<file path="src/hdl/wmcs_pkg.sv">
`timescale 1ns / 1ps

package wmcs_pkg;

    // Default depth of the sample store.
    localparam int DEF_MAX_SAMPLES = 1024;

    // Stream payload widths; the data widths are padded to whole bytes.
    localparam int IN_DATA_W  = 80;
    localparam int IN_USER_W  = 1;
    localparam int OUT_DATA_W = 176;
    localparam int OUT_USER_W = 3;

    localparam int CFG_ADDR_W = 1;
    localparam int CFG_DATA_W = 16;

    // Register indexes.
    localparam logic [CFG_ADDR_W-1:0] REG_GROUP_ID    = 1'd0;
    localparam logic [CFG_ADDR_W-1:0] REG_CHECK_GROUP = 1'd1;

    // Request kinds.
    localparam logic REQ_PUSH   = 1'b0;
    localparam logic REQ_REPORT = 1'b1;

    // Result status codes.
    localparam logic [2:0] STAT_ACCEPTED  = 3'd0;
    localparam logic [2:0] STAT_MISMATCH  = 3'd1;
    localparam logic [2:0] STAT_FULL      = 3'd2;
    localparam logic [2:0] STAT_ZERO_SIG  = 3'd3;
    localparam logic [2:0] STAT_REPORT_OK = 3'd4;
    localparam logic [2:0] STAT_TOO_FEW   = 3'd5;

    // Request to the shared divider: (num_hi:num_lo) / den.
    typedef struct packed {
        logic        start;
        logic [63:0] num_hi;
        logic [63:0] num_lo;
        logic [63:0] den;
    } div_req_t;

    // Status back from the divider.
    typedef struct packed {
        logic        done;
        logic [63:0] quot;
    } div_rsp_t;

endpackage

</file>
<file path="src/hdl/wmcs_div.sv">
`timescale 1ns / 1ps

// Restoring divider of a 128-bit dividend by a 64-bit divisor, one quotient
// bit per cycle. A zero divisor or a quotient that does not fit in 64 bits
// gives all ones.
module wmcs_div (
    input  logic               aclk,
    input  logic               aresetn,
    input  wmcs_pkg::div_req_t req,
    output wmcs_pkg::div_rsp_t rsp
);
    import wmcs_pkg::*;

    logic        busy_reg, busy_next;
    logic        done_reg, done_next;
    logic [5:0]  cnt_reg, cnt_next;
    logic [63:0] rem_reg, rem_next;
    logic [63:0] lo_reg, lo_next;
    logic [63:0] q_reg, q_next;
    logic [63:0] den_reg, den_next;
    logic [64:0] shifted;
    logic        take;

    always_comb begin
        shifted = {rem_reg, lo_reg[63]};
        take    = shifted[64] || (shifted[63:0] >= den_reg);
    end

    always_comb begin
        busy_next = busy_reg;
        done_next = 1'b0;
        cnt_next  = cnt_reg;
        rem_next  = rem_reg;
        lo_next   = lo_reg;
        q_next    = q_reg;
        den_next  = den_reg;
        if (req.start) begin
            den_next = req.den;
            if (req.den == 64'd0 || req.num_hi >= req.den) begin
                q_next    = '1;
                done_next = 1'b1;
            end else begin
                rem_next  = req.num_hi;
                lo_next   = req.num_lo;
                q_next    = '0;
                cnt_next  = 6'd63;
                busy_next = 1'b1;
            end
        end else if (busy_reg) begin
            rem_next = take ? (shifted[63:0] - den_reg) : shifted[63:0];
            lo_next  = {lo_reg[62:0], 1'b0};
            q_next   = {q_reg[62:0], take};
            cnt_next = cnt_reg - 6'd1;
            if (cnt_reg == 6'd0) begin
                busy_next = 1'b0;
                done_next = 1'b1;
            end
        end
    end

    always_ff @(posedge aclk) begin
        if (!aresetn) begin
            busy_reg <= 1'b0;
            done_reg <= 1'b0;
            cnt_reg  <= '0;
        end else begin
            busy_reg <= busy_next;
            done_reg <= done_next;
            cnt_reg  <= cnt_next;
        end
        rem_reg <= rem_next;
        lo_reg  <= lo_next;
        q_reg   <= q_next;
        den_reg <= den_next;
    end

    assign rsp.done = done_reg;
    assign rsp.quot = q_reg;

endmodule

</file>
<file path="config.mk">
export PLATFORM = sky130hd
export DESIGN_NAME = wmcs_div
export DESIGN_NICKNAME = d
export VERILOG_FILES = /design/src/hdl/wmcs_pkg.sv /design/src/hdl/wmcs_div.sv
export SDC_FILE = /design/constraint.sdc
export NUM_CORES = 1
export LEC_CHECK = 0
export BUFFER_PORTS_ARGS = -buffer_cell sky130_fd_sc_hd__buf_2
export CELL_PAD_IN_SITES_DETAIL_PLACEMENT = 1
export CELL_PAD_IN_SITES_GLOBAL_PLACEMENT = 2
export CORE_ASPECT_RATIO = 1.75
export CORE_UTILIZATION = 35
export DETAILED_ROUTE_END_ITERATION = 7
export GPL_TIMING_DRIVEN = 0
export MAX_ROUTING_LAYER = met4
export PLACE_DENSITY = 0.84
export SYNTH_ARGS = -nofsm -noshare
export SYNTH_HDL_FRONTEND = slang
export SYNTH_SLANG_ARGS = --single-unit
export TNS_END_PERCENT = 1
</file>
<file path="constraint.sdc">
create_clock -name aclk -period 10.3 [get_ports aclk]
set_input_delay 3.09 -clock aclk [delete_from_list [all_inputs] [get_ports aclk]]
set_output_delay 3.09 -clock aclk [all_outputs]
set_load 0.02 [all_outputs]
</file>
==> impl_metrics.tcl <==
set metrics [dict create \
    cts_root_buffer "sky130_fd_sc_hd__clkbuf_16" \
    drt-wirelength-per-cell_um 23.7 \
    power.share.sequential 0.371 \
    worst_vdd_drop_mv 0.144 \
    hpwl_mm 48.1 \
    synth.net_count 1972 \
    finalSetupViolations 0 \
    post_cts_resized 0 \
    regToRegSetupSlack_ns 6.12 \
    p_leak_nw 8.43 \
    predominant_post_synthesis_flop_cell "sky130_fd_sc_hd__edfxtp_1" \
    flow.area_growth_from_synthesis_pct 18.6 \
    run_status "finished, final reports clean" \
    fin_crit_ns 8.08 \
    initial_antenna_violation_count 13 \
    die_y_um 290 \
    drt_initial_violations 649 \
    boundaryPins 260 \
    slew_headroom 0.0648 \
    placeableCoreArea_mm2 0.0469 \
    numCtsBuffers 28 \
    worst_setup_path_start_kind "primary input" \
    power_switching_share 0.362 \
    timing.critical_path.to_type "register" \
    fmax_mhz 124 \
    floorplan.initialDensity 0.354 \
    synth_compound_gate_area_share 0.162 \
    finClkSkew_ns 0.0239 \
    clkSlewWorstSetupHoldPaths_ns 0.06 \
    cts_hold_buffers 0 \
    postSynthRegisterBits 264 \
    intPower_mw 2.48 \
    cts_num_sinks 264 \
    async_reset_ff_frac 0 \
    timing.hold.worst_path_depth 1 \
    drv_cap 0 \
    critPathArrivalTime_ns 8.33 \
    place_inst 2496 \
    clock_tree_from_tritoncts "yes" \
    ys_warn_count 0 \
    post_synth_fa_ha_maj_area_fraction 0.0991 \
    cts_setup_buffers 0 \
    gp_routability_congestion 0.926 \
    placedInstanceArea_mm2 0.0188 \
    maxSlewViolCount 0 \
    synth_cells 1646 \
    avg_inst_size_synth_um2 10.1 \
    mappedNetlistArea_mm2 0.0166 \
    setup_tns_ns 0 \
    hold_class "register to register" \
    p_switching_mw 1.41 \
    vias 13900 \
    clk_latency_ns 0.59 \
    grt_start_max_net_pins 70 \
    portBuffers 258 \
    timing_worst_setup_path_type "primary input to register" \
    min_from "cnt_reg[5]" \
    layout.cell_area.non_filler_mm2 0.0197 \
    part_of_the_cycle_the_worst_path_needs 0.784 \
    synth.distinct_cells 69 \
    p_per_area_mw_per_mm2 198 \
    clk_buf_depth 3 \
    unrepaired_setup_endpoints_after_global_routing "false" \
    grt-ovfl-total 0 \
    rows 105 \
    most-common-layout-cells "sky130_fd_sc_hd__buf_2 (275), sky130_fd_sc_hd__edfxtp_1 (256), sky130_fd_sc_hd__nor2_1 (202)" \
    cp_max_fo 65 \
    via_count_of_the_first_global_routing_pass 15300 \
    routed_wl_mm 60.7 \
    grt_util_all_layers 0.256 \
    nNetsFinal 2264 \
    dominant_combinational_cell_family_by_area_after_synthesis "compound AO/OA/AOI/OAI gates" \
    drc 0 \
    clockPowerShare 0.275 \
    layout.cells.non_filler 2559 \
    synthXorXnorAreaFrac 0.0274 \
    max_slew.worst_pin.slew_ns 1.37 \
    part_of_the_total_power_dissipated_in_combinational_logic 0.355 \
    r2r.worst_path.cells 15 \
    required_ns 10.55 \
    synthSimpleGateAreaFrac 0.127 \
    synth_seq_area_share 0.472 \
    finish.utilization 0.420 \
    count_of_nets_left_with_antenna_violations_after_detail_routing 0 \
    first_pass_iteration_count_of_the_detailed_router 5 \
    floorplan.die_area_mm2 0.0484 \
    most_common_cell_after_layout_fill_and_taps_aside "sky130_fd_sc_hd__buf_2" \
    drt-vias-per-instance 5.45 \
    die_width_um 167 \
    h-tree-depth 1 \
    regToRegStartpoint "lo_reg[63]" \
    grt_pass1_wl_mm 90.3 \
    critical_path.startpoint "req[37]" \
    final_layout_size_suffix_gt1_frac 0.214 \
    final_hold_violation_count 0 \
    synth_enable_flop_cells 256 \
    share_of_cell_area_taken_by_muxes_after_synthesis 0.0566 \
]
-- stage by stage --
step / total power, mW / hold WS [ns] / worst slack (ns)
after floorplan: 2.36 / 0.479 / 1.60
after global placement: 2.80 / 0.513 / -2.46
after detailed placement: 2.84 / 0.522 / 1.58
after CTS: 3.92 / 0.537 / 2.20
after global routing: 4.09 / 0.554 / 2.23
final: 3.90 / 0.541 / 2.22
-- power by group through the flow --
stage | sequential (mW) | clock, mW | combinational [mW]
floorplan | 1.49 | 0 | 0.868
global placement | 1.47 | 0 | 1.33
detailed placement | 1.46 | 0 | 1.37
CTS | 1.45 | 1.10 | 1.38
global route | 1.46 | 1.13 | 1.50
finish | 1.44 | 1.07 | 1.38
-- final timing paths --
kind / to
worst max-delay path: lo_reg[36]
worst min-delay path: cnt_reg[5]
worst max register to register: rem_reg[16]
worst min register to register: cnt_reg[5]
-- synth_stat cells, drive strengths merged (3+ instances only) --
master,n,share of area
edfxtp,256,0.46
nor2,203,0.046
inv,161,0.036
a21oi,140,0.043
ha,130,0.098
nand2,92,0.021
o21ai,88,0.027
mux2,80,0.054
clkbuf,54,0.012
a21o,52,0.023
nand4,35,0.013
xor2,27,0.014
o21a,25,0.011
xnor2,25,0.013
a211oi,24,0.011
nor4,24,0.0090
buf,22,0.0070
nand3,17,0.0051
nor3,17,0.0051
o21bai,17,0.0077
nand2b,14,0.0053
a31oi,11,0.0041
o211ai,11,0.0050
nor2b,10,0.0038
and3,9,0.0034
and2,8,0.0030
dfxtp,8,0.0096
or3,6,0.0023
a21boi,5,0.0023
nor3b,5,0.0023
o211a,5,0.0030
o22ai,5,0.0019
a211o,4,0.0021
a221o,4,0.0024
and4,4,0.0023
mux2i,4,0.0024
or2,4,0.0015
a2bb2oi,3,0.0016
a41oi,3,0.0020
nor4b,3,0.0016
o41ai,3,0.0016
-- metal layers --
metal	track usage	share of wire	up-vias	routed length, um
met5	-	0	-	0
met4	0.124	0.052	0	3180
met3	0.0473	0.053	123	3200
met2	0.492	0.55	405	33300
met1	0.241	0.35	6842	21100
li1	-	-	6577	-
-- worst max-delay path, cell delays in order --
cell,delay [ns]
sky130_fd_sc_hd__buf_2,0.12
sky130_fd_sc_hd__inv_1,0.05
sky130_fd_sc_hd__ha_1,0.31
sky130_fd_sc_hd__a21o_1,0.17
sky130_fd_sc_hd__a21o_1,0.17
sky130_fd_sc_hd__a21oi_1,0.22
sky130_fd_sc_hd__o21ai_0,0.24
sky130_fd_sc_hd__a2111oi_0,1.11
sky130_fd_sc_hd__o211ai_1,0.40
sky130_fd_sc_hd__a31o_2,0.40
sky130_fd_sc_hd__a41oi_1,0.62
sky130_fd_sc_hd__nand2b_1,0.28
sky130_fd_sc_hd__and2_4,0.42
sky130_fd_sc_hd__buf_16,0.37
sky130_fd_sc_hd__buf_16,0.29
-- logic make-up (layout without fill, tap and decap cells) --
| kind of cell | count (synthesis) | after routing |
|---|---|---|
| AND/OR/NAND/NOR | 455 | 455 |
| AO/OA/AOI/OAI | 422 | 422 |
| flip-flops | 264 | 264 |
| buffers and inverters | 238 | 550 |
| adder cells (fa/ha/maj) | 131 | 131 |
| multiplexers | 84 | 84 |
| XOR/XNOR | 52 | 52 |
| other | 0 | 13 |
-- area by class of cell --
| cell class | instances | area, um^2 |
|---|---|---|
| antenna | 13 | 32.5 |
| multi-input combinational | 1144 | 7850 |
| clock buffer | 33 | 741 |
| inverter | 162 | 608 |
| sequential | 264 | 7850 |
| tap | 588 | 736 |
| clock inverter | 17 | 188 |
| buffer | 76 | 323 |
| timing repair buffer | 262 | 1380 |
| fill | 5381 | 27200 |
Power figures use the tool's default switching activity.
